===== config.mk =====
export PLATFORM = sky130hd
export DESIGN_NAME = lbsd_div
export DESIGN_NICKNAME = d
export VERILOG_FILES = /design/src/rtl/lbsd_div.sv
export SDC_FILE = /design/constraint.sdc
export NUM_CORES = 1
export LEC_CHECK = 0
export BUFFER_PORTS_ARGS = -buffer_cell sky130_fd_sc_hd__buf_2
export CORE_ASPECT_RATIO = 0.8
export CORE_MARGIN = 1.5
export CORE_UTILIZATION = 44
export DETAILED_ROUTE_END_ITERATION = 7
export HOLD_SLACK_MARGIN = 0.05
export PLACE_DENSITY = 0.69
export SYNTH_ARGS = -nofsm -noshare
export SYNTH_HDL_FRONTEND = slang
export SYNTH_SLANG_ARGS = --single-unit

===== constraint.sdc =====
create_clock -name clk -period 2.8 [get_ports clk]
set_clock_uncertainty 0.1 [all_clocks]
set_input_delay 0.42 -clock clk [delete_from_list [all_inputs] [get_ports clk]]
set_output_delay 0.42 -clock clk [all_outputs]
set_load 0.01 [all_outputs]

===== src/rtl/lbsd_div.sv =====
// Restoring divider, one quotient bit per cycle.
// Depends on nothing.
`timescale 1ns / 1ps

module lbsd_div #(
	parameter int NW = 52,
	parameter int DW = 13
) (
	input  logic          clk,
	input  logic          arst_n,
	input  logic          go,
	input  logic [NW-1:0] num,
	input  logic [DW-1:0] den,
	output logic          done,
	output logic [NW-1:0] quot
);

	localparam int CNT_W = $clog2(NW + 1);

	logic [NW-1:0]    num_q;
	logic [DW-1:0]    den_q;
	logic [DW-1:0]    rem_q;
	logic [CNT_W-1:0] cnt_q;
	logic             run_q;
	logic             done_q;
	logic [DW:0]      rem_sh;
	logic             qbit;

	// One trial subtraction per cycle.
	always_comb begin
		rem_sh = {rem_q, num_q[NW-1]};
		qbit = (rem_sh >= {1'b0, den_q});
	end

	always_ff @(posedge clk or negedge arst_n) begin
		if (!arst_n) begin
			run_q <= 1'b0;
			done_q <= 1'b0;
			cnt_q <= '0;
		end else begin
			done_q <= 1'b0;
			if (go) begin
				run_q <= 1'b1;
				cnt_q <= '0;
			end else if (run_q) begin
				if (cnt_q == CNT_W'(NW - 1)) begin
					run_q <= 1'b0;
					done_q <= 1'b1;
				end
				cnt_q <= cnt_q + 1'b1;
			end
		end
	end

	always_ff @(posedge clk) begin
		if (go) begin
			num_q <= num;
			den_q <= den;
			rem_q <= '0;
		end else if (run_q) begin
			rem_q <= qbit ? DW'(rem_sh - {1'b0, den_q}) : rem_sh[DW-1:0];
			num_q <= {num_q[NW-2:0], qbit};
		end
	end

	assign done = done_q;
	assign quot = num_q;

endmodule


After elaboration in Yosys (flattened, before gate mapping)
Cells that the tools add are included.
{ "word_totals": {"register_bits": 86, "latch_bits": 0, "mem_bits_rw": 0, "rom_bits": 0, "in_bits": 68, "out_inout_bits": 53, "mem_count": 0} }
{ "classes": {"n_addsub": 2, "n_mul": 0, "div": 0, "order_cmp": 1, "eq_ne": 1, "n_shift": 0, "muxes": 11, "n_bitwise": 0, "n_reduce_logical": 1} }
{ "ops": {"columns": ["op", "n"], "rows": [
  ["two-way mux 52 bit", 2],
  [">= comparator 14 x 13 -> 1 bit", 1],
  ["two-way mux 13 bit", 1],
  ["subtractor 13 bit", 1],
  ["two-way mux 6 bit", 2],
  ["adder 6 x 1 -> 6 bit, second input constant", 1],
  ["equality test 6 bit, second input constant", 1],
  ["two-way mux 1 bit", 6],
  ["nonzero test 2 bit", 1]
]} }

Logic depth before layout (Yosys ltp)
Gate-level depths: netlist of run 1.
{ "depth": {"ltp_word": 4, "ltp_mapped": 11} }

Worst setup path after synthesis of run 1
OpenSTA, ideal clock, no wires.
{ "synth_timing": {"kind": "input-to-reg", "startpoint": "input go", "endpoint": "register num_q[0] (netlist: quot[0]) (enable)", "setup_time_ps": 406, "arrival_ps": 2120, "required_time_ps": 2294, "path_slack_ps": 174, "path_stages": 4, "path_cell_list": "clkbuf_1 -> clkbuf_1 -> nor2_1 -> inv_1"} }
{ "synth_via": {"elab_chain_len": 1} }
{ "synth_rtl": {"columns": ["item", "line_no", "source"], "rows": [
  ["start: declaration", "11", "input logic go,"],
  ["nonzero test 2 bit (no source line)", null, null],
  ["end signal: assignment", "57", "num_q <= num;"],
  ["end signal: assignment", "62", "num_q <= {num_q[NW-2:0], qbit};"],
  ["end: declaration", "20", "logic [NW-1:0] num_q;"]
]} }
No other way between the ends.
A chain may end at the register's enable or synchronous reset.

Worst setup path after layout of run 1
{ "layout_timing": {"startpoint": "register num_q[51] (netlist: quot[51])", "endpoint": "register rem_q[11]"} }
{ "layout_via": {"elab_chain_len": 2, "elab_cells_between_ends": 3, "cone_classes": "1 x add/sub; 1 x order compare; 1 x mux"} }
{ "layout_rtl": {"columns": ["item", "line_no", "source"], "rows": [
  ["subtractor 13 bit or >= comparator 14 x 13 -> 1 bit (tied branches)", "61, 32", null],
  ["two-way mux 13 bit *", "61", "rem_q <= qbit ? DW'(rem_sh - {1'b0, den_q}) : rem_sh[DW-1:0];"],
  ["end signal: assignment", "61", null],
  ["end: declaration", "22", "logic [DW-1:0] rem_q;"]
]} }
Mark *: on every way between the ends. The rest lies on a longest branch, timed or not.

==> summary.md, run 1 <==
| Metric | Value |
|---|---|
| Unrepaired setup endpoints after global routing | `no` |
| Final setup TNS | `0 ns` |
| Die Width | `between 100 and 150 um` |
| Fmax | `~0.4 GHz` |
| Initial DRC Count | `~170` |
| Syn Inst Count | `roughly 340` |
| Synth warn | `0` |
| Final hold slack | `between 0.1 and 0.15 ns` |
| Final WL | `approximately 9500 um` |
| Max Cap Viol | `0` |
| # port buffers | `120` |
| P&R area growth vs syn | `24.1%` |
| Worst-case vdd ir drop | `around 420 uV` |
| First-pass GRT wire length | `approximately 15000 um` |
| Nets@finish | `543` |
| Crit path required time | `around 3.0 ns` |
| Mapped Nets | `420` |
| Pins Over Slew Limit | `0` |
| Mapped cell area | `between 4000 and 5000 um^2` |
| Pwr Total | `~4.1 mW` |
| FFs w/ async S/R, synth | `0.0930` |
| Antenna Nets Post-Route | `0` |
| Met2 Resource Use GR | `0.292` |
| Die Height | `about 91 um` |
| Gr busiest metal | `met2` |
| Wire length per cell | `16.4 um` |
| Tcrit/Tclk final | `0.916` |
| Die area | `slightly above 10000 um^2` |
| Hold Violations, Final | `0` |
| Root Driver | `clkbuf_16` |
| Commonest non-fill, non-tap cell in the layout | `buf_2` |
| Endpoint class of the critical path | `register` |
| Initial antenna violation count | `0` |
| Seq/Total Area, Yosys | `0.565` |
| IO Count | `121` |
| Dominant synthesized flop cell | `edfxtp_1` |
| All-Layer GR Usage | `0.192` |
| Pwr dens | `767 nW/um^2` |
| DRC viols | `0` |
| CTS H-tree lvls | `3` |
| Skew-Pair Late Insertion Delay | `~0.34 ns` |
| EDFF count, synth | `65` |
| GRT overflow | `0` |
| Most frequent cells in the layout | `119 x buf_2, 65 x edfxtp_1, 52 x mux2_2` |
| Largest net degree at the start of global routing | `53` |
| HP Class | `in -> reg` |
| Slew @ Worst Pin | `about 0.66 ns` |
| Slew margin rel. | `0.560` |
| Critical Path Fanout Max | `14` |
| P_leak | `2.34 nW` |
| Vias in the first global route | `a little under 3000` |
| Status | `complete, no violations` |
| CTS resizes | `0` |
| CTS tree | `yes` |
| CTS buffer count | `9` |
| First-pass DRT Iterations | `4` |
| Yosys reg bits | `86` |
| Initial core utilization | `0.463` |
| Worst EP arrival | `between 2 and 3 ns` |
| CTS Buffer Depth | `2` |
| Vias per std cell | `5.33` |
| Vias post-DR | `a little over 3000` |
| Met1 Use GR | `0.254` |
| Setup crit start kind | `register` |
| Row count | `31` |
| Yosys cell types | `53` |
| Inserted Diodes | `0` |
| Detailed placement HPWL | `approximately 6800 um` |
| Final Instance Area | `roughly 5300 um^2` |
| CP Class | `reg -> reg` |
| RePlAce Congestion | `between 0.9 and 1` |
| Syn Area/Cell | `12.7 um^2` |
| Placed inst area | `between 4000 and 5000 um^2` |
| Setup Viol. Count Final | `0` |
| CORE AREA | `approximately 9200 um^2` |
| Clk sink count | `86` |
| Share of layout cells above drive strength 1 | `0.434` |
| Finished Core Util | `0.574` |
| Clock Pin Slew Worst Setup and Hold Paths | `around 0.060 ns` |
| Tmin final | `roughly 2.6 ns` |
| Met3 GRT Util | `0.0534` |
[final timing paths]
check	from	endpoint	slack [ns]	cells after the start
worst max-delay path	quot[51]	rem_q[11]	0.23	9
worst min-delay path	den[10]	den_q[10]	0.15	1
worst max register to register	quot[51]	rem_q[11]	0.23	9
worst min register to register	rem_q[3]	rem_q[3]	0.40	2
max in group asynchronous	arst_n	cnt_q[2]	2.09	2
min in group asynchronous	arst_n	cnt_q[0]	0.34	2
[cell usage after synthesis (2+ instances only)]
library cell	number	area share
nor2b_1	4	0.0059
a21oi_1	9	0.011
a21o_1	5	0.0088
ha_1	14	0.041
xor2_1	7	0.014
dfxtp_1	13	0.061
nand3_1	15	0.018
o211ai_1	2	0.0035
a211oi_1	3	0.0053
a211o_1	2	0.0041
a31oi_1	2	0.0029
nand2b_1	6	0.0088
inv_1	16	0.014
o2111ai_1	4	0.0082
clkbuf_1	9	0.0079
or3_1	2	0.0029
o21ai_0	7	0.0082
nand2_1	25	0.022
edfxtp_1	65	0.46
dfrtp_1	8	0.047
and2_1	2	0.0029
a32oi_1	4	0.0082
nor3b_1	2	0.0035
mux2_2	52	0.14
xnor2_1	4	0.0082
buf_1	3	0.0026
and4_1	2	0.0041
a311oi_1	4	0.0082
buf_2	2	0.0023
nor2_1	16	0.014
nand4_1	4	0.0059
buf_6	3	0.0079
[logic make-up after synthesis]
kind of cell / after synthesis / share of synthesized area
adders and majority gates: 15 / 0.0457
and+or+nand+nor: 85 / 0.101
muxes: 53 / 0.139
AOI/OAI and AO/OA: 52 / 0.0885
buffers and inverters: 35 / 0.0378
DFF: 86 / 0.565
xor gates and xnor gates: 11 / 0.0226
[critical path, cell delays in order, from the launching register on]
cell	delay, ns
edfxtp_1	0.39
inv_1	0.06
ha_1	0.23
fa_1	0.41
nor2b_1	0.13
o2111ai_1	0.14
nand3_1	0.14
a21o_1	0.40
o2111ai_1	0.22
a311oi_1	0.27
[through the flow]
step                      setup slack (ns)  instances
after floorplan                      0.174        337
after global placement               0.322        563
after detailed placement             0.254        563
after CTS                            0.244        580
after global routing               0.00677        580
final                                0.234        580
[cell type report]
type	count	area, um^2
Clock inverter	7	72.6
Clock buffer	9	225
Tap cell	115	144
Multi-Input combinational cell	216	1700
Sequential cell	86	2410
Inverter	16	60.1
Fill cell	772	3930
Timing Repair Buffer	131	688
[sequential cells by signal, summed over array words and instances, names as in the netlist]
name   flops
rem_q     13
done       1
quot      52
run_q      1
cnt_q      6
den_q     13
[layer usage]
layer,vias up,routed length (um)
li1,1506,-
met5,-,0
met2,122,4210
met1,1433,4360
met3,30,628
met4,0,312
[power breakdown]
| group | switching (mW) | total [mW] | internal [mW] |
|---|---|---|---|
| sequential | 0.113 | 1.68 | 1.57 |
| clock | 0.510 | 1.20 | 0.693 |
| combinational | 0.656 | 1.18 | 0.528 |
| total | 1.28 | 4.07 | 2.79 |
[what timing repair did]
| item | 4_1_cts | 5_1_grt |
|---|---|---|
| hold buffers | 1 | 0 |
| hold endpoints to repair | 8 | 0 |
| setup buffers | 0 | 0 |
No activity file was read; power rests on OpenSTA's default activity.
==> run 2: changes to the inputs <==
==> constraint.sdc (replaced) <==
create_clock -name clk -period 2.8 [get_ports clk]
set_clock_uncertainty 0.1 [all_clocks]
set_input_delay 0.14 -clock clk [delete_from_list [all_inputs] [get_ports clk]]
set_output_delay 0.14 -clock clk [all_outputs]
set_load 0.01 [all_outputs]
==> summary.md, run 2 (same netlist as run 1, synthesis figures left out) <==
| Metric | Value |
|---|---|
| Vias in the first global route | `between 3000 and 4000` |
| Row count | `31` |
| Clock Pin Slew Worst Setup and Hold Paths | `approximately 0.070 ns` |
| Unrepaired setup endpoints after global routing | `no` |
| Clk sink count | `86` |
| Initial DRC Count | `between 100 and 150` |
| Pwr Total | `between 4 and 5 mW` |
| CTS buffer count | `9` |
| IO Count | `121` |
| P_leak | `~2.6 nW` |
| Critical Path Fanout Max | `3` |
| Most frequent cells in the layout | `119 x buf_2, 66 x dlygate4sd3_1, 65 x edfxtp_1` |
| CP Buf/Inv Count | `1` |
| Setup Viol. Count Final | `0` |
| Skew-Pair Late Insertion Delay | `~0.34 ns` |
| Antenna Nets Post-Route | `0` |
| Finished Core Util | `0.648` |
| Die area | `slightly above 10000 um^2` |
| Worst stage delay on the critical path | `around 0.4 ns` |
| Fillers | `between 600 and 700` |
| Nets@finish | `roughly 600` |
| GRT overflow | `0` |
| Final worst slack | `between 0.3 and 0.4 ns` |
| Vias post-DR | `~3300` |
| Setup crit start kind | `register` |
| FF-to-FF setup slack | `0.33 ns` |
| Die Height | `91.1 um` |
| Worst-case vdd ir drop | `507 uV` |
| RePlAce Congestion | `a little over 0.9` |
| Dpl ws | `approximately 0.27 ns` |
| Vias per std cell | `roughly 5.1` |
| First-pass GRT wire length | `between 15000 and 20000 um` |
| Max Cap Viol | `0` |
| Pins Over Slew Limit | `0` |
| Wire length per cell | `around 16 um` |
| HP Class | `in -> async` |
| Tcrit/Tclk final | `0.881` |
| Commonest non-fill, non-tap cell in the layout | `buf_2` |
| Detailed placement HPWL | `approximately 6700 um` |
| Final WL | `about 10000 um` |
| Slew margin rel. | `0.565` |
| Sequential cell area | `approximately 2400 um^2` |
| Pwr dens | `slightly above 700 nW/um^2` |
| CORE AREA | `between 9000 and 10000 um^2` |
| Fmax | `0.405 GHz` |
| CP max stage cell | `fa_1` |
| DRC viols | `0` |
| Status | `complete, no violations` |
| Delay-heaviest family, CP | `compound AO/OA/AOI/OAI gates` |
| Root Driver | `clkbuf_16` |
| Initial core utilization | `0.463` |
| Die Width | `between 100 and 150 um` |
| P&R area growth vs syn | `40.1%` |
| Final setup TNS | `0 ns` |
| CTS H-tree lvls | `3` |
| Number of flip-flops in the largest register | `52` |
| Endpoint class of the critical path | `register` |
| Share of layout cells above drive strength 1 | `0.385` |
| Tmin final | `between 2 and 2.5 ns` |
| First-pass DRT Iterations | `4` |
| # port buffers | `120` |
| All-Layer GR Usage | `0.208` |
| Largest net degree at the start of global routing | `53` |
| Initial antenna violation count | `0` |
| CP Class | `reg -> reg` |
| Slew @ Worst Pin | `approximately 0.65 ns` |
| Footprint of the multi-input gates | `1700 um^2` |
| Hold Violations, Final | `0` |
| CTS tree | `yes` |
| Crit path required time | `between 2 and 3 ns` |
| Setup repair bufs after CTS | `0` |
| CTS Buffer Depth | `2` |
| Crit path cell chain | `inv_1 -> ha_1 -> fa_1 -> nand2b_1 -> a211oi_1 -> a311oi_1 -> a22oi_1 -> nand2_1 -> o21ai_0` |
| Worst EP arrival | `about 2.6 ns` |
run 2: report_power, final:
| group | total (mW) | switching [mW] | leakage (nW) | internal [mW] |
|---|---|---|---|---|
| logic | 1.25 | 0.657 | 1.57 | 0.589 |
| registers | 1.68 | 0.118 | 0.889 | 1.57 |
| clock network | 1.31 | 0.520 | 0.155 | 0.794 |
| total | 4.24 | 1.29 | 2.62 | 2.95 |
run 2: repair_timing:
item,4_1_cts,5_1_grt
hold endpoints to repair,73,0
hold buffers,66,0
endpoints found under the setup margin,0,2
resized for setup,0,1
run 2: through the flow:
step                      std cells  hold WS, ns  instance area (um^2)
after floorplan                 337       -0.256                  4270
after global placement          563       -0.106                  4990
after detailed placement        563       -0.106                  4990
after CTS                       645       0.0751                  5980
after global routing            645       0.0845                  5980
final                           646       0.0704                  5990
run 2: final cells by class:
type,instances,share of cell area
Sequential cell,86,0.403
Tap cell,115,0.0240
Antenna cell,1,0.000418
Timing Repair Buffer,196,0.224
Clock inverter,7,0.0173
Clock buffer,9,0.0376
Inverter,16,0.0100
Multi-Input combinational cell,216,0.284
run 2: per-layer routing:
layer  global-route usage  share of wire
met4               0.0906          0.034
met2                0.335           0.47
met3               0.0454          0.044
met5                    0              0
met1                0.271           0.45
run 2: path summary, 6_finish.rpt:
check | startpoint | to | depth (start not counted)
max | quot[51] | rem_q[12] | 9
max reg2reg | quot[51] | rem_q[12] | 9
min in group clk | go | cnt_q[4] | 2
min reg2reg | rem_q[8] | rem_q[8] | 2
max in group asynchronous | arst_n | done | 2
min | arst_n | run_q | 2
