[src/rtl/lbsd_pkg.sv]
// Shared constants and elaboration-time tables for the log band spectrum block.
// Depends on nothing; the top level, lbsd_log2, lbsd_exp2 and the testbench import it.
`timescale 1ns / 1ps

package lbsd_pkg;

	// Port field widths
	localparam int MAG_W      = 24;
	localparam int IDX_W      = 12;
	localparam int BAND_W     = 6;
	localparam int LEVEL_W    = 15;
	localparam int SR_W       = 19;
	localparam int BC_W       = 7;
	localparam int ORD_W      = 4;
	localparam int CFG_IDX_W  = 2;
	localparam int CFG_DATA_W = 19;

	// Internal datapath widths
	localparam int MAX_BANDS = 64;
	localparam int LW        = 24;  // signed Q16 log values
	localparam int DQ_W      = 20;  // log span between 20 Hz and the top edge
	localparam int EW        = 55;  // Q30 edge position after the final shift
	localparam int MANT_W    = 31;  // Q30 mantissa in [1, 2)
	localparam int FRAC_W    = 16;

	// Configuration register indexes
	localparam logic [CFG_IDX_W-1:0] CFG_SAMPLE_RATE     = 2'd0;
	localparam logic [CFG_IDX_W-1:0] CFG_BAND_COUNT      = 2'd1;
	localparam logic [CFG_IDX_W-1:0] CFG_TRANSFORM_ORDER = 2'd2;

	localparam logic [SR_W-1:0]  SR_RESET  = 19'd48000;
	localparam logic [BC_W-1:0]  BC_RESET  = 7'd32;
	localparam logic [ORD_W-1:0] ORD_RESET = 4'd11;
	localparam logic [SR_W-1:0]  SR_MIN    = 19'd8000;
	localparam logic [SR_W-1:0]  SR_MAX    = 19'd384000;
	localparam logic [SR_W-1:0]  SR_HIGH   = 19'd40000;
	localparam logic [ORD_W-1:0] ORD_MIN   = 4'd10;
	localparam logic [ORD_W-1:0] ORD_MAX   = 4'd13;

	localparam logic [13:0] LEVEL_FLOOR     = 14'd15360;
	localparam logic [19:0] DB_PER_LOG2_Q16 = 20'd394566;
	localparam logic [31:0] ONE_Q16         = 32'd65536;
	localparam logic [31:0] ONE_Q30         = 32'd1073741824;
	localparam logic [31:0] LG_OFFSET       = 32'd2490368;  // 38.0 in Q16

	// Q16 log2 with the same truncated squaring as the hardware unit.
	function automatic logic [31:0] lg_q16_c(input logic [63:0] x);
		int msb;
		logic [63:0] y;
		logic [31:0] frac;
		msb = 0;
		for (int i = 0; i < 64; i++) begin
			if (x[i]) msb = i;
		end
		y = (msb >= 30) ? (x >> (msb - 30)) : (x << (30 - msb));
		frac = 32'd0;
		for (int j = 0; j < 16; j++) begin
			y = (y * y) >> 30;
			frac = {frac[30:0], 1'b0};
			if (y >= (64'd2 << 30)) begin
				y = y >> 1;
				frac[0] = 1'b1;
			end
		end
		return (32'(msb) << 16) + frac;
	endfunction

	function automatic logic [63:0] isqrt_c(input logic [63:0] v_in);
		logic [63:0] v;
		logic [63:0] res;
		logic [63:0] b;
		v = v_in;
		res = 64'd0;
		b = 64'd1 << 62;
		for (int i = 0; i < 32; i++) begin
			if (b > v) b = b >> 2;
		end
		for (int i = 0; i < 32; i++) begin
			if (b != 64'd0) begin
				if (v >= res + b) begin
					v = v - (res + b);
					res = (res >> 1) + b;
				end else begin
					res = res >> 1;
				end
				b = b >> 2;
			end
		end
		return res;
	endfunction

	// Successive square roots of 2.0 in Q30; slot j-1 holds 2^(2^-j).
	function automatic logic [16*32-1:0] root_pack_c();
		logic [63:0] r;
		logic [16*32-1:0] p;
		r = 64'd2 << 30;
		p = '0;
		for (int j = 0; j < 16; j++) begin
			r = isqrt_c(r << 30);
			p[j*32 +: 32] = r[31:0];
		end
		return p;
	endfunction

	// log2(20 * 2^order) for order 10 to 13.
	function automatic logic [4*32-1:0] lg20n_pack_c();
		logic [4*32-1:0] p;
		p = '0;
		for (int i = 0; i < 4; i++) begin
			p[i*32 +: 32] = lg_q16_c(64'd20 << (10 + i));
		end
		return p;
	endfunction

	localparam logic [16*32-1:0] ROOT_PACK  = root_pack_c();
	localparam logic [4*32-1:0]  LG20N_PACK = lg20n_pack_c();
	localparam logic [31:0]      LG20_Q16   = lg_q16_c(64'd20);
	localparam logic [31:0]      LG20K_Q16  = lg_q16_c(64'd20000);

endpackage

[src/rtl/lbsd_exp2.sv]
// Iterative exp2 of a signed Q16 value to a Q30 result, one root product per cycle.
// Depends on lbsd_pkg.
`timescale 1ns / 1ps

module lbsd_exp2
	import lbsd_pkg::*;
(
	input  logic                 clk,
	input  logic                 arst_n,
	input  logic                 go,
	input  logic signed [LW-1:0] l,
	output logic                 done,
	output logic [EW-1:0]        res
);

	typedef enum logic [2:0] {
		E_IDLE  = 3'b001,
		E_RUN   = 3'b010,
		E_SHIFT = 3'b100
	} ex_state_t;

	ex_state_t          state_q;
	logic [3:0]         step_q;
	logic [FRAC_W-1:0]  f_q;
	logic signed [8:0]  ip_q;
	logic               zero_q;
	logic [MANT_W-1:0]  r_q;
	logic               done_q;
	logic [EW-1:0]      res_q;
	logic signed [LW:0] u;
	logic [31:0]        root;
	logic [62:0]        prod;
	logic [8:0]         nip;
	logic [EW-1:0]      shifted;

	// Offset so the integer part is nonnegative, then pick the root for this step.
	always_comb begin
		u = $signed({l[LW-1], l}) + $signed((LW+1)'(64) <<< 16);
		root = ROOT_PACK[{step_q, 5'b0} +: 32];
		prod = 63'(r_q) * 63'(root);
		nip = 9'(-ip_q);
		if (zero_q) begin
			shifted = '0;
		end else if (!ip_q[8]) begin
			shifted = EW'(r_q) << ((ip_q > 9'sd24) ? 9'd24 : 9'(ip_q));
		end else if (nip >= 9'd31) begin
			shifted = '0;
		end else begin
			shifted = EW'(r_q >> nip);
		end
	end

	always_ff @(posedge clk or negedge arst_n) begin
		if (!arst_n) begin
			state_q <= E_IDLE;
			done_q <= 1'b0;
			step_q <= '0;
		end else begin
			done_q <= 1'b0;
			case (state_q)
				E_IDLE: begin
					if (go) begin
						state_q <= (u < 0) ? E_SHIFT : E_RUN;
						step_q <= '0;
					end
				end
				E_RUN: begin
					step_q <= step_q + 1'b1;
					if (step_q == 4'd15) state_q <= E_SHIFT;
				end
				E_SHIFT: begin
					state_q <= E_IDLE;
					done_q <= 1'b1;
				end
				default: state_q <= E_IDLE;
			endcase
		end
	end

	always_ff @(posedge clk) begin
		if (state_q == E_IDLE && go) begin
			zero_q <= (u < 0);
			f_q <= u[FRAC_W-1:0];
			ip_q <= $signed({1'b0, u[23:16]}) - 9'sd64;
			r_q <= ONE_Q30[MANT_W-1:0];
		end else if (state_q == E_RUN) begin
			if (f_q[4'd15 - step_q]) r_q <= prod[60:30];
		end else if (state_q == E_SHIFT) begin
			res_q <= shifted;
		end
	end

	assign done = done_q;
	assign res = res_q;

endmodule

[config.mk]
export PLATFORM = sky130hd
export DESIGN_NAME = lbsd_exp2
export DESIGN_NICKNAME = d
export VERILOG_FILES = /design/src/rtl/lbsd_pkg.sv /design/src/rtl/lbsd_exp2.sv
export SDC_FILE = /design/constraint.sdc
export NUM_CORES = 2
export LEC_CHECK = 0
export BUFFER_PORTS_ARGS = -buffer_cell sky130_fd_sc_hd__buf_2
export CORE_MARGIN = 1.5
export CORE_UTILIZATION = 45
export CTS_BUF_LIST = sky130_fd_sc_hd__clkbuf_4 sky130_fd_sc_hd__clkbuf_8 sky130_fd_sc_hd__clkbuf_16
export DETAILED_ROUTE_END_ITERATION = 7
export PLACE_DENSITY = 0.62
export SLEW_MARGIN = 0
export SYNTH_ARGS = -nofsm -noshare
export SYNTH_HDL_FRONTEND = slang
export SYNTH_SLANG_ARGS = --single-unit
[constraint.sdc]
create_clock -name clk -period 8.7 [get_ports clk]
set_clock_uncertainty 0.15 [all_clocks]
set_input_delay 0.87 -clock clk [delete_from_list [all_inputs] [get_ports clk]]
set_output_delay 0.87 -clock clk [all_outputs]
set_load 0.03 [all_outputs]
Yosys cells after proc, flatten, opt, wreduce, memory -nomap -nowiden
Index checks and enable logic that the tools add are counted.
{"block": "word_totals", "wordCells": 47, "regBits": 120, "input_bits": 27}
{"block": "op_classes", "n_lt_le_gt_ge": 4, "muxes": 12, "bitwise": 2, "reduce_logical": 6, "shifts": 3, "multipliers": 1, "eq_ne": 6, "addsub": 5}
{"op": "$shiftx 512x10->32 const A", "n": 1}
{"op": "$mux 55", "n": 2}
{"op": "$mul 31x32->61", "n": 1}
{"op": "$shl 31x9->55", "n": 1}
{"op": "$shr 31x9->55", "n": 1}
{"op": "$add 24x24->25 const B", "n": 1}
{"op": "$lt 25x1->1 const B", "n": 1}
{"op": "$ge 9x5->1 const B", "n": 1}
{"op": "$gt 9x6->1 const B", "n": 1}
{"op": "$mux 3", "n": 3}
{"op": "$mux 9", "n": 1}
{"op": "$neg 9->9", "n": 1}
{"op": "$sub 8x7->9 const B", "n": 1}
{"op": "$pmux 4 s2", "n": 1}
{"op": "$pmux 3 s2", "n": 1}
{"op": "$reduce_and 2->1", "n": 3}
{"op": "$lt 4x5->1 const B", "n": 1}
{"op": "$add 4x1->4 const B", "n": 1}
{"op": "$bmux 1 s4", "n": 1}
{"op": "$eq 4x4->1 const B", "n": 1}
{"op": "$mux 4", "n": 1}
{"op": "$ne 2x2->1 const B", "n": 2}
{"op": "$sub 4x4->4 const A", "n": 1}
{"op": "$eq 3x1->1 const B", "n": 1}
{"op": "7 further kinds", "n": 9}

Longest topological paths before layout
{"block": "logic_depth", "ltp_word": 5, "depth_mapped": 34, "mapped_depth_nobuf": 31}

Least setup slack after synthesis
No wires, ideal clock.
{"block": "synth_timing", "path_kind": "register -> register", "start": "register step_q[1]", "end": "register r_q[22]", "setup_slack_ps": 79, "path_stages_with_launch": 31, "period_less_slack_ps": 8621, "required_ps": 8423, "path_buffers": 3, "t_arrival_ps": 8343, "cell_sequence": "dfrtp_1 clkbuf_1 inv_1 ha_1 inv_2 nor2_1 a21oi_1 a21oi_1 clkbuf_1 and2_1 fa_1 fa_1 inv_1 fa_1 fa_1 inv_1 fa_1 fa_1 fa_1 fa_1 ha_1 clkbuf_1 nand2_1 o221ai_1 a41oi_1 a2111oi_4 a211oi_2 a21o_1 a211oi_4 nor3_1 or3b_1"}
{"block": "synth_between", "elab_chain_len": 4, "word_cells_on_any_way": 6, "cone_classes": "1 x add/sub; 1 x mul; 1 x shift; 2 x mux; 1 x reduce/logical"}
{"item": "start: declaration", "line_no": "lbsd_exp2.sv:23", "text": "logic [3:0] step_q;"}
{"item": "start signal: assignment", "line_no": "lbsd_exp2.sv:68", "text": "step_q <= step_q + 1'b1;"}
{"item": "branches (longest 4 deep; another with $mul 31x32->61)"}
{"item": "end signal: assignment", "line_no": "lbsd_exp2.sv:85", "text": "r_q <= ONE_Q30[MANT_W-1:0];"}
{"item": "end signal: assignment", "line_no": "lbsd_exp2.sv:87", "text": "if (f_q[4'd15 - step_q]) r_q <= prod[60:30];"}
{"item": "end: declaration", "line_no": "lbsd_exp2.sv:27", "text": "logic [MANT_W-1:0] r_q;"}
Several ways; the timed one is not identified. The select of a mux whose other input is x is not followed.
A chain may end at the register's enable or synchronous reset.

Worst setup path after layout
{"block": "layout_timing", "start": "register step_q[2]", "end": "register r_q[21]"}
The elaborated chain is that of the path after synthesis.

==> metrics <==
number of synthesized flops with an enable pin 81; # IOs 83; share of cells above drive strength 1 13.4%; Syn. warnings 0; WP data arrival 8.67 ns; total global-route track usage 28.1%; CP endpoint kind flip-flop; Die Y-Extent 295 µm; # hold bufs at CTS 0; met2 Track Usage GR 45.5%; Async SR Flop Fraction 6.67%; CTS buffer count 17; Critical Path RT 8.85 ns; Crit Path Class flip-flop to flip-flop; Critical Path Source Type flip-flop; GR Util met3 3.53%; Die Wd 295 µm; Syn Nets 5322; average cell area after synthesis 9.11 µm²; largest net degree at the start of global routing 62; Syn-to-layout area delta 11.9%; clk_lat worst skew 0.43 ns; vias in the first global route 31400; drt drc 0; post-place instance area 41400 µm²; #FFs+latches synth 120; slowest stage cell, crit path fa_1; Routed WL 120000 µm; sequential fraction of the synthesis area 8.47%; ant diodes 0; reg-to-reg slack, setup 0.18 ns; status completed; root buf cell clkbuf_16; met1 Usage GRT 39.4%; Slew Viols, Final 0; final setup violating endpoints 0; CTS Buffer Depth 2; Tmin final 8.52 ns; first-pass GRT wire length 186000 µm; drt first-iter violations 2469; relative slew slack 7.45%; Die ar. 87200 µm²; MaxCap Viol Count 0; GPL Wtd Cong 0.976; # port buffers 82; Post-Syn Area 38400 µm²; Achievable Freq 117 MHz; Synth cell types 96; drt pass-1 iters 6; clock-pin slew reported for the worst setup and hold paths after clock tree synthesis 0.07 ns; Clock Sinks 120; GRT overflow 0; post-route design area 43000 µm²; Final Hold Violating Endpoints 0; Starting Density 45.3%; Synth Instances 4220; grt peak-use layer met2; Worst Path Max Fanout 14; Worst Tran Pin Value 1.39 ns; CP peak stage delay 0.57 ns; HPWL after DPL 94100 µm; cell mode on critical path fa_1; routed vias/inst 5.56; number of antenna violations at the first check in global routing 3; final worst path period share 97.9%; Placement Rows 107; most common flop cell mapped by yosys edfxtp_1; CTS tree yes; vias 30400; Layout Nets 5416; Final ANT Viol Nets 0; Std-Cell Core Area 84900 µm²; CTS H-tree lvls 4; DR WL/cell 22.0 µm; Worst Hold Class input port to asynchronous set/reset pin
[what timing repair did]
action | CTS | global route
gates cloned | 0 | 6
endpoints found under the setup margin | 10 | 25
buffers inserted | 0 | 26
resized for setup | 3 | 125
endpoints found under the hold margin | 0 | 0
pin swaps | 0 | 29
[metrics by stage]
step / setup TNS [ns] / setup WS (ns) / utilization (%) / std cells / hold slack, ns
after floorplan: 0 / 0.0794 / - / 4220 / 0.307
after global routing: -0.154 / -0.0591 / 50.7 / 5471 / 0.137
after global placement: -0.0537 / -0.0431 / 48.8 / 5407 / 0.412
final: 0 / 0.182 / 50.7 / 5471 / 0.141
after CTS: 0 / 0.0101 / 49.5 / 5439 / 0.138
after detailed placement: -0.698 / -0.126 / 48.8 / 5407 / 0.420
[critical path, delay by kind of cell, from the launching register on]
| family | cells | cell delay (ns) |
|---|---|---|
| adders and majority gates | 9 | 4.29 |
| DFF | 1 | 0.44 |
| and+or+nand+nor | 3 | 0.53 |
| AOI/OAI and AO/OA | 9 | 1.78 |
| buffers and inverters | 8 | 1.20 |
[layer usage]
metal	routed length (µm)	share of wire, %
met1	50900	42
met2	55800	46
met3	8890	7.4
met4	4660	3.9
met5	0	0
[flip-flops by register name, summed over array words and instances, names as in the netlist]
register	cells
done	1
f_q	16
step_q	4
zero_q	1
r_q	31
ip_q	9
state_q	3
res	55
[layout by cell type (no fill, tap or decap), drive strengths merged, types with 7 or more instances in the layout]
master / instances
nor2: 109
dfrtp: 7
nand4: 17
xor2: 11
or3: 7
nor2b: 10
o21ai: 106
edfxtp: 81
and3: 17
a21oi: 134
o21bai: 12
a21o: 39
mux2: 21
dfxtp: 31
mux4: 34
buf: 360
o221ai: 8
a31oi: 11
o211ai: 26
xnor2: 22
ha: 270
inv: 772
clkinv: 10
o22ai: 19
mux2i: 59
nor4: 12
a211o: 9
nand3: 76
o21a: 13
o31ai: 8
and2: 469
clkbuf: 21
fa: 805
nand2: 572
a211oi: 16
nor3: 38
[area by class of cell]
type / count / area (µm²)
Clock buffer: 17 / 425
Timing Repair Buffer: 364 / 3020
Inverter: 771 / 2900
Fill cell: 8045 / 41900
Multi-Input combinational cell: 3040 / 31800
Sequential cell: 120 / 3260
Tap cell: 1144 / 1430
Clock inverter: 15 / 151
[cells in the mapped netlist, types with 6 or more instances]
master / n / area (µm²)
fa_1: 805 / 16100
inv_1: 767 / 2880
nand2_1: 572 / 2150
and2_1: 469 / 2930
ha_1: 270 / 3380
clkbuf_1: 257 / 965
a21oi_1: 132 / 661
nor2_1: 109 / 409
o21ai_0: 93 / 465
edfxtp_1: 81 / 2430
nand3_1: 76 / 380
mux2i_1: 59 / 591
a21o_1: 39 / 293
nor3_1: 35 / 175
mux4_2: 34 / 766
dfxtp_1: 31 / 621
o211ai_1: 25 / 188
xnor2_1: 22 / 193
mux2_2: 21 / 236
o22ai_1: 19 / 119
and3_1: 17 / 106
nand4_1: 16 / 100
buf_2: 15 / 75.1
o21a_1: 13 / 97.6
a211oi_1: 12 / 90.1
buf_1: 12 / 45.0
o21bai_1: 12 / 90.1
xor2_1: 11 / 96.3
a31oi_1: 10 / 62.6
nor2b_1: 10 / 62.6
nor4_1: 10 / 62.6
a211o_1: 9 / 78.8
o21ai_1: 8 / 40.0
o221ai_1: 8 / 70.1
dfrtp_1: 7 / 175
o31ai_1: 7 / 52.6
or3_1: 7 / 43.8
a22oi_1: 6 / 45.0
[kinds of logic after synthesis]
group,share of synthesized area (%)
DFF,8.47
AOI/OAI and AO/OA,8.00
buffers and inverters,10.5
muxes,4.14
xor gates and xnor gates,0.752
and+or+nand+nor,17.4
adders and majority gates,50.7
[path summary, 6_finish.rpt]
check                                start    endpoint  cells after the start
max in group asynchronous           arst_n  state_q[0]                      1
worst max register to register   step_q[2]     r_q[21]                     29
min in group clk                state_q[1]        done                      1
worst min register to register  state_q[1]        done                      1
worst max-delay path             step_q[2]     r_q[21]                     29
worst min-delay path                arst_n   step_q[0]                      1
Power is left out: the tool's default activity adds up to more than one toggle a clock period on the data nets, which glitch-free logic cannot reach.
