--- src/rtl/lbsd_pkg.sv ---
// Shared constants and elaboration-time tables for the log band spectrum block.
// Depends on nothing; the top level, lbsd_log2, lbsd_exp2 and the testbench import it.
`timescale 1ns / 1ps

package lbsd_pkg;

	// Port field widths
	localparam int MAG_W      = 24;
	localparam int IDX_W      = 12;
	localparam int BAND_W     = 6;
	localparam int LEVEL_W    = 15;
	localparam int SR_W       = 19;
	localparam int BC_W       = 7;
	localparam int ORD_W      = 4;
	localparam int CFG_IDX_W  = 2;
	localparam int CFG_DATA_W = 19;

	// Internal datapath widths
	localparam int MAX_BANDS = 64;
	localparam int LW        = 24;  // signed Q16 log values
	localparam int DQ_W      = 20;  // log span between 20 Hz and the top edge
	localparam int EW        = 55;  // Q30 edge position after the final shift
	localparam int MANT_W    = 31;  // Q30 mantissa in [1, 2)
	localparam int FRAC_W    = 16;

	// Configuration register indexes
	localparam logic [CFG_IDX_W-1:0] CFG_SAMPLE_RATE     = 2'd0;
	localparam logic [CFG_IDX_W-1:0] CFG_BAND_COUNT      = 2'd1;
	localparam logic [CFG_IDX_W-1:0] CFG_TRANSFORM_ORDER = 2'd2;

	localparam logic [SR_W-1:0]  SR_RESET  = 19'd48000;
	localparam logic [BC_W-1:0]  BC_RESET  = 7'd32;
	localparam logic [ORD_W-1:0] ORD_RESET = 4'd11;
	localparam logic [SR_W-1:0]  SR_MIN    = 19'd8000;
	localparam logic [SR_W-1:0]  SR_MAX    = 19'd384000;
	localparam logic [SR_W-1:0]  SR_HIGH   = 19'd40000;
	localparam logic [ORD_W-1:0] ORD_MIN   = 4'd10;
	localparam logic [ORD_W-1:0] ORD_MAX   = 4'd13;

	localparam logic [13:0] LEVEL_FLOOR     = 14'd15360;
	localparam logic [19:0] DB_PER_LOG2_Q16 = 20'd394566;
	localparam logic [31:0] ONE_Q16         = 32'd65536;
	localparam logic [31:0] ONE_Q30         = 32'd1073741824;
	localparam logic [31:0] LG_OFFSET       = 32'd2490368;  // 38.0 in Q16

	// Q16 log2 with the same truncated squaring as the hardware unit.
	function automatic logic [31:0] lg_q16_c(input logic [63:0] x);
		int msb;
		logic [63:0] y;
		logic [31:0] frac;
		msb = 0;
		for (int i = 0; i < 64; i++) begin
			if (x[i]) msb = i;
		end
		y = (msb >= 30) ? (x >> (msb - 30)) : (x << (30 - msb));
		frac = 32'd0;
		for (int j = 0; j < 16; j++) begin
			y = (y * y) >> 30;
			frac = {frac[30:0], 1'b0};
			if (y >= (64'd2 << 30)) begin
				y = y >> 1;
				frac[0] = 1'b1;
			end
		end
		return (32'(msb) << 16) + frac;
	endfunction

	function automatic logic [63:0] isqrt_c(input logic [63:0] v_in);
		logic [63:0] v;
		logic [63:0] res;
		logic [63:0] b;
		v = v_in;
		res = 64'd0;
		b = 64'd1 << 62;
		for (int i = 0; i < 32; i++) begin
			if (b > v) b = b >> 2;
		end
		for (int i = 0; i < 32; i++) begin
			if (b != 64'd0) begin
				if (v >= res + b) begin
					v = v - (res + b);
					res = (res >> 1) + b;
				end else begin
					res = res >> 1;
				end
				b = b >> 2;
			end
		end
		return res;
	endfunction

	// Successive square roots of 2.0 in Q30; slot j-1 holds 2^(2^-j).
	function automatic logic [16*32-1:0] root_pack_c();
		logic [63:0] r;
		logic [16*32-1:0] p;
		r = 64'd2 << 30;
		p = '0;
		for (int j = 0; j < 16; j++) begin
			r = isqrt_c(r << 30);
			p[j*32 +: 32] = r[31:0];
		end
		return p;
	endfunction

	// log2(20 * 2^order) for order 10 to 13.
	function automatic logic [4*32-1:0] lg20n_pack_c();
		logic [4*32-1:0] p;
		p = '0;
		for (int i = 0; i < 4; i++) begin
			p[i*32 +: 32] = lg_q16_c(64'd20 << (10 + i));
		end
		return p;
	endfunction

	localparam logic [16*32-1:0] ROOT_PACK  = root_pack_c();
	localparam logic [4*32-1:0]  LG20N_PACK = lg20n_pack_c();
	localparam logic [31:0]      LG20_Q16   = lg_q16_c(64'd20);
	localparam logic [31:0]      LG20K_Q16  = lg_q16_c(64'd20000);

endpackage

--- src/rtl/lbsd_log2.sv ---
// Iterative Q16 log2: normalize one bit per cycle, then sixteen squaring steps.
// Depends on lbsd_pkg.
`timescale 1ns / 1ps

module lbsd_log2
	import lbsd_pkg::*;
#(
	parameter int XW = 52
) (
	input  logic                            clk,
	input  logic                            arst_n,
	input  logic                            go,
	input  logic [XW-1:0]                   x,
	output logic                            done,
	output logic [FRAC_W+$clog2(XW)-1:0]    res
);

	localparam int IW = $clog2(XW);

	typedef enum logic [2:0] {
		L_IDLE = 3'b001,
		L_NORM = 3'b010,
		L_SQR  = 3'b100
	} lg_state_t;

	lg_state_t         state_q;
	logic [XW-1:0]     x_q;
	logic [IW-1:0]     sh_q;
	logic [3:0]        step_q;
	logic [MANT_W-1:0] y_q;
	logic [FRAC_W-1:0] frac_q;
	logic              done_q;
	logic [FRAC_W+IW-1:0] res_q;
	logic [2*MANT_W-1:0]  sq;
	logic [MANT_W:0]      sq_hi;
	logic [MANT_W-1:0]    y_next;
	logic [FRAC_W-1:0]    frac_next;

	// Square the mantissa; a result of two or more yields a one bit.
	always_comb begin
		sq = (2*MANT_W)'(y_q) * (2*MANT_W)'(y_q);
		sq_hi = sq[2*MANT_W-1:MANT_W-1];
		y_next = sq_hi[MANT_W] ? sq_hi[MANT_W:1] : sq_hi[MANT_W-1:0];
		frac_next = {frac_q[FRAC_W-2:0], sq_hi[MANT_W]};
	end

	always_ff @(posedge clk or negedge arst_n) begin
		if (!arst_n) begin
			state_q <= L_IDLE;
			done_q <= 1'b0;
			sh_q <= '0;
			step_q <= '0;
		end else begin
			done_q <= 1'b0;
			case (state_q)
				L_IDLE: begin
					if (go) begin
						state_q <= L_NORM;
						sh_q <= '0;
					end
				end
				L_NORM: begin
					if (x_q[XW-1]) begin
						state_q <= L_SQR;
						step_q <= '0;
					end else begin
						sh_q <= sh_q + 1'b1;
					end
				end
				L_SQR: begin
					step_q <= step_q + 1'b1;
					if (step_q == 4'd15) begin
						state_q <= L_IDLE;
						done_q <= 1'b1;
					end
				end
				default: state_q <= L_IDLE;
			endcase
		end
	end

	always_ff @(posedge clk) begin
		if (state_q == L_IDLE && go) begin
			x_q <= x;
		end else if (state_q == L_NORM) begin
			if (x_q[XW-1]) begin
				y_q <= x_q[XW-1 -: MANT_W];
				frac_q <= '0;
			end else begin
				x_q <= {x_q[XW-2:0], 1'b0};
			end
		end else if (state_q == L_SQR) begin
			y_q <= y_next;
			frac_q <= frac_next;
			if (step_q == 4'd15) res_q <= {IW'(XW - 1) - sh_q, frac_next};
		end
	end

	assign done = done_q;
	assign res = res_q;

endmodule

--- config.mk ---
export PLATFORM = sky130hd
export DESIGN_NAME = lbsd_log2
export DESIGN_NICKNAME = d
export VERILOG_FILES = /design/src/rtl/lbsd_pkg.sv /design/src/rtl/lbsd_log2.sv
export SDC_FILE = /design/constraint.sdc
export NUM_CORES = 2
export LEC_CHECK = 0
export ABC_AREA = 0
export BUFFER_PORTS_ARGS = -buffer_cell sky130_fd_sc_hd__buf_4
export CAP_MARGIN = 20
export CORE_ASPECT_RATIO = 1.5
export CORE_UTILIZATION = 30
export CTS_CLUSTER_DIAMETER = 40
export DETAILED_ROUTE_END_ITERATION = 16
export HOLD_SLACK_MARGIN = 0.05
export SYNTH_ARGS = -nofsm -noshare
export SYNTH_HDL_FRONTEND = slang
export SYNTH_SLANG_ARGS = --single-unit
export TNS_END_PERCENT = 50
--- constraint.sdc ---
create_clock -name clk -period 8.8 [get_ports clk]
set_clock_uncertainty 0.1 [all_clocks]
set_input_delay 2.64 -clock clk [delete_from_list [all_inputs] [get_ports clk]]
set_output_delay 2.64 -clock clk [all_outputs]
set_load 0.02 [all_outputs]
# After elaboration in Yosys (flattened, before gate mapping)
# Cells that the tools add are included.
[totals]
regBits = 134
latch_bits = 0
ramBits = 0
romBits = 0
input_bits = 55
out_inout_bits = 23
word_cells = 55
memories = 0
[op_classes]
n_addsub = 3
multipliers = 1
div_mod_pow = 0
n_lt_le_gt_ge = 0
eq_ne = 9
n_shift = 0
muxes = 21
n_bitwise = 2
n_reduce_logical = 10
[ops]
columns = ["op", "n"]
rows = [
  ["52-bit 2-to-1 mux", 3],
  ["31-bit 2-to-1 mux", 4],
  ["31-bit by 31-bit multiplier with 62-bit output", 1],
  ["15-bit 2-to-1 mux", 3],
  ["6-bit 2-to-1 mux", 2],
  ["6-bit case mux with 2 select lines", 1],
  ["3-bit 2-to-1 mux", 3],
  ["3-bit case mux with 3 select lines", 1],
  ["3-bit AND reduction", 3],
  ["2-bit != test, second input constant", 4],
  ["4-bit case mux with 2 select lines", 1],
  ["6-bit by 1-bit adder with 6-bit output, second input constant", 1],
  ["2-bit nonzero test", 3],
  ["6-bit subtractor, first input constant", 1],
  ["4-bit by 1-bit adder with 4-bit output, second input constant", 1],
  ["4-bit equality test, second input constant", 1],
  ["4-bit 2-to-1 mux", 1],
  ["2-bit AND reduction", 2],
  ["4-bit AND reduction", 1],
  ["3-bit by 1-bit equality test with 1-bit output, second input constant", 1],
  ["3-bit by 2-bit equality test with 1-bit output, second input constant", 1],
  ["3-bit equality test, second input constant", 1],
  ["1-bit 2-to-1 mux", 2],
  ["2-bit by 1-bit != test with 1-bit output, second input constant", 1],
  ["other kinds (2)", 3],
]

# Depth between registers and ports, before layout
[logic_depth]
ltp_word = 4
mapped_depth = 30
ltp_nobuf = 28

# Worst setup path after synthesis
# OpenSTA, ideal clock, no wires.
[synth_path]
kind = "reg2reg"
from = "register y_q[9]"
to = "register y_q[10] (data pin)"
setup_time_ns = 0.266
t_arrival_ns = 7.662
t_required_ns = 8.434
setup_slack_ns = 0.772
path_stages_with_launch = 27
n_path_buf = 3
period_less_slack_ns = 8.028
cell_sequence = "edfxtp_1 > clkbuf_1 > clkbuf_1 > nand2_1 > fa_1 > inv_1 > fa_1 > inv_1 > fa_1 > fa_1 > inv_1 > fa_1 > fa_1 > fa_1 > fa_1 > ha_1 > and3_1 > nand2b_1 > or4_1 > a31oi_1 > a211oi_2 > a211oi_2 > nor3_4 > xor2_2 > buf_4 > mux2i_1 > o21ai_1"
[synth_via]
elab_chain_cells = 4
[synth_lines]
columns = ["element", "line_no", "source"]
rows = [
  ["start: declaration", "lbsd_log2.sv:30", "logic [MANT_W-1:0] y_q;"],
  ["start signal: assignment", "lbsd_log2.sv:87", "y_q <= x_q[XW-1 -: MANT_W];"],
  ["start signal: assignment", "lbsd_log2.sv:93", "y_q <= y_next;"],
  ["31-bit by 31-bit multiplier with 62-bit output", "lbsd_log2.sv:41", "sq = (2*MANT_W)'(y_q) * (2*MANT_W)'(y_q);"],
  ["31-bit 2-to-1 mux", "lbsd_log2.sv:43", "y_next = sq_hi[MANT_W] ? sq_hi[MANT_W:1] : sq_hi[MANT_W-1:0];"],
  ["31-bit 2-to-1 mux", "lbsd_log2.sv:92", "end else if (state_q == L_SQR) begin"],
  ["31-bit 2-to-1 mux", "lbsd_log2.sv:85", "end else if (state_q == L_NORM) begin"],
]
# No other way between the ends. The select of a mux whose other input is x is not followed.
# A chain may end at the register's enable or synchronous reset.

# Final worst setup path
[layout_path]
from = "register y_q[25]"
to = "register y_q[29] (data pin)"
# The elaborated chain is that of the path after synthesis.

==> qor.yml <==
synth:
  synth_adder_area_share_pct: 55.8
  synth-seq-area-share_pct: 12.0
  netlist_area_mm2: 0.0329
  yosys.area_share.simple_pct: 12.1
  synth_top_family_by_area: "adder cells"
  yosys_warnings: 0
  synth_area_per_cell_um2: 9.65
  synth_mux_area_share_pct: 0.809
  netlist_instances: 3412
  synth-edff-count: 120
  syn_nets: 4488
  synth_ff_type: "edfxtp_1"
  yosys.area_share.xor_xnor_pct: 1.65
  ys_ff_latch: 134
  synth_compound_area_share_pct: 5.53
  synth_cell_types: 68
  synthArstFlopShare_pct: 10.4
setup_path:
  critPathMaxStageDelay_ns: 0.68
  cp_max_fo: 7
  cp-end-kind: "flop"
  cp_slowest_cell: "edfxtp_1"
  arrival_ns: 8.56
  crit_top_cell: "fa_1"
  path_class: "reg -> reg"
  required_ns: 8.85
  critPathBufInv: 8
  crit_path_start_kind: "flop"
  critical-path-top-delay-family: "adder cells"
flow_run:
  drv_cap: 0
timing:
  fmax_mhz: 118
  setup_viol: 0
  hold_violations: 0
  whs_ns: 0.318
  max_slew_margin_pct: 39.1
  period_needed_ns: 8.51
  rsz0062_at_grt: "false"
  period_share_pct: 96.7
  finalMaxSlewViolations: 0
  tightest_slew_ns: 0.913
routing:
  first_pass_iters: 5
  drt_iter0_markers: 1161
  wire_per_inst_um: 18.1
  wirelength_um: 90300
  vias: 23100
  ant_nets: 0
  drc_errors: 0
  routed_via_density: 4.65
clock_tree:
  clk_pin_slew_ns: 0.06
  clk-insertion-delay-late_ns: 0.42
  cts_tree: "yes"
  clkSinkCount: 134
  clockBufferDepth: 2
  cts_buffers: 17
  clock-root-buffer: "clkbuf_16"
  htreeDepth: 4
floorplan:
  fp-row-count: 148
  io_pins: 78
  initial_core_util_pct: 30.3
  die_h_um: 408
  die_w_um: 272
  die-area_mm2: 0.111
  coreArea_mm2: 0.109
grt:
  grt_start_max_net_pins: 111
  grt_use_total_pct: 16.8
  grt_overflow: 0
  antenna_found_initial: 1
  grt_pass1_vias: 26500
  grt_pass1_wl_um: 143000
placement:
  place.gp.congestion: 0.929
  port_buffers: 77
  dp_hpwl_um: 76400
finish:
  fill_cells: 11100
  seqCellArea_mm2: 0.00396
  multi_input_area_mm2: 0.0251
  diodes: 0
  nets: 4615
  layout-drive-gt1-share_pct: 8.59
  syn2layout_area_growth_pct: 12.1
worst_hold_path:
  hold_class: "reg -> reg"
outcome:
  outcome: "complete, no violations"
==> worst reg2reg max path: cells and delay by family (launching register included) <==
family	cells	cell delay (ns)
XOR/XNOR	1	0.30
adder cells (fa/ha/maj)	9	4.39
buffers and inverters	8	0.93
AND/OR/NAND/NOR	3	0.50
AO/OA/AOI/OAI	7	1.34
flip-flops	1	0.68
==> per-layer routing <==
layer / vias up / wire, um / global-route usage (%)
met2: 542 / 51400 / 33.1
met4: 0 / 5660 / 9.20
li1: 10400 / - / -
met1: 11900 / 30700 / 17.1
met3: 258 / 2520 / 1.14
met5: - / 0 / 0
==> registers in the layout, indices dropped and copies added, names as in the netlist <==
register  flops
done          1
frac_q       15
res          22
sh_q          6
state_q       3
step_q        4
x_q          52
y_q          31
==> path summary, 6_finish.rpt <==
check,from,end,slack [ns],depth (start not counted)
max,y_q[25]$_DFFE_PP_,y_q[29]$_DFFE_PP_,0.29,28
max in group asynchronous,arst_n,state_q[0]$_DFFE_PN1P_,6.39,1
min reg2reg,frac_q[14]$_SDFFCE_PP0P_,res[15]$_DFFE_PP_,0.32,0
min in group asynchronous,arst_n,step_q[0]$_DFFE_PN0P_,1.96,1
min,frac_q[14]$_SDFFCE_PP0P_,res[15]$_DFFE_PP_,0.32,0
max reg2reg,y_q[25]$_DFFE_PP_,y_q[29]$_DFFE_PP_,0.29,28
==> cell type report <==
| cell class | instances | share of cell area (%) |
|---|---|---|
| inverters | 917 | 9.34 |
| repair buffers | 242 | 5.70 |
| multi-input cells | 2227 | 67.9 |
| well taps | 1425 | 4.83 |
| clock inverters | 9 | 0.190 |
| clock buffers | 23 | 1.32 |
| flip-flops and latches | 134 | 10.7 |
==> cells by family after synthesis <==
kind of cell               Yosys count
buffers and inverters             1051
adders and majority gates         1021
and+or+nand+nor                    823
AOI/OAI and AO/OA                  296
DFF                                134
xor gates and xnor gates            61
muxes                               26
==> stage by stage <==
| step | worst slack (ns) | setup TNS, ns | area [um2] | instances | util [%] |
|---|---|---|---|---|---|
| 2_1_floorplan | 0.772 | 0 | 32900 | 3412 | - |
| 3_3_place_gp | -0.153 | -2.28 | 35900 | 4910 | 33.0 |
| 3_5_place_dp | -0.0517 | -0.348 | 35900 | 4911 | 33.1 |
| 4_1_cts | 0.0355 | 0 | 36600 | 4950 | 33.6 |
| 5_1_grt | 0.00617 | 0 | 36900 | 4977 | 33.9 |
| 6_report | 0.290 | 0 | 36900 | 4977 | 33.9 |
==> repair_timing <==
action                                  CTS  global route
gates resized for setup                   0             6
hold buffers                              0             0
pin swaps                                 0             1
endpoints found under the setup margin   16            32
setup buffers                             7            26
==> placed cells by master, fill, tap and decap left out, types with 9 or more instances in the layout <==
cell	n
inv_1	913
and2_1	212
o21ai_1	23
nor2_1	80
fa_1	747
buf_4	219
mux2i_1	21
xnor2_1	35
and3_1	18
nand2_1	380
a21o_1	31
xor2_1	25
nand3_1	15
nor3_1	9
nor2b_1	12
nand4_1	14
buf_12	21
a21oi_1	79
clkbuf_16	17
o21ai_0	81
edfxtp_1	120
a31oi_1	10
ha_1	274
dfrtp_1	13
nand2b_1	53
==> synthesized netlist by cell type, types with 25 or more instances <==
cell type | instances | share of area [%]
inv_1 | 914 | 10
fa_1 | 747 | 45
nand2_1 | 380 | 4.3
ha_1 | 274 | 10
and2_1 | 212 | 4.0
clkbuf_1 | 127 | 1.4
edfxtp_1 | 120 | 11
nor2_1 | 83 | 0.95
o21ai_0 | 81 | 1.2
a21oi_1 | 79 | 1.2
nand2b_1 | 53 | 1.0
xnor2_1 | 35 | 0.93
a21o_1 | 31 | 0.71
xor2_1 | 25 | 0.67
Power is not shown: default switching activity piles up to over one toggle a cycle in this logic, so the estimate is an artifact.
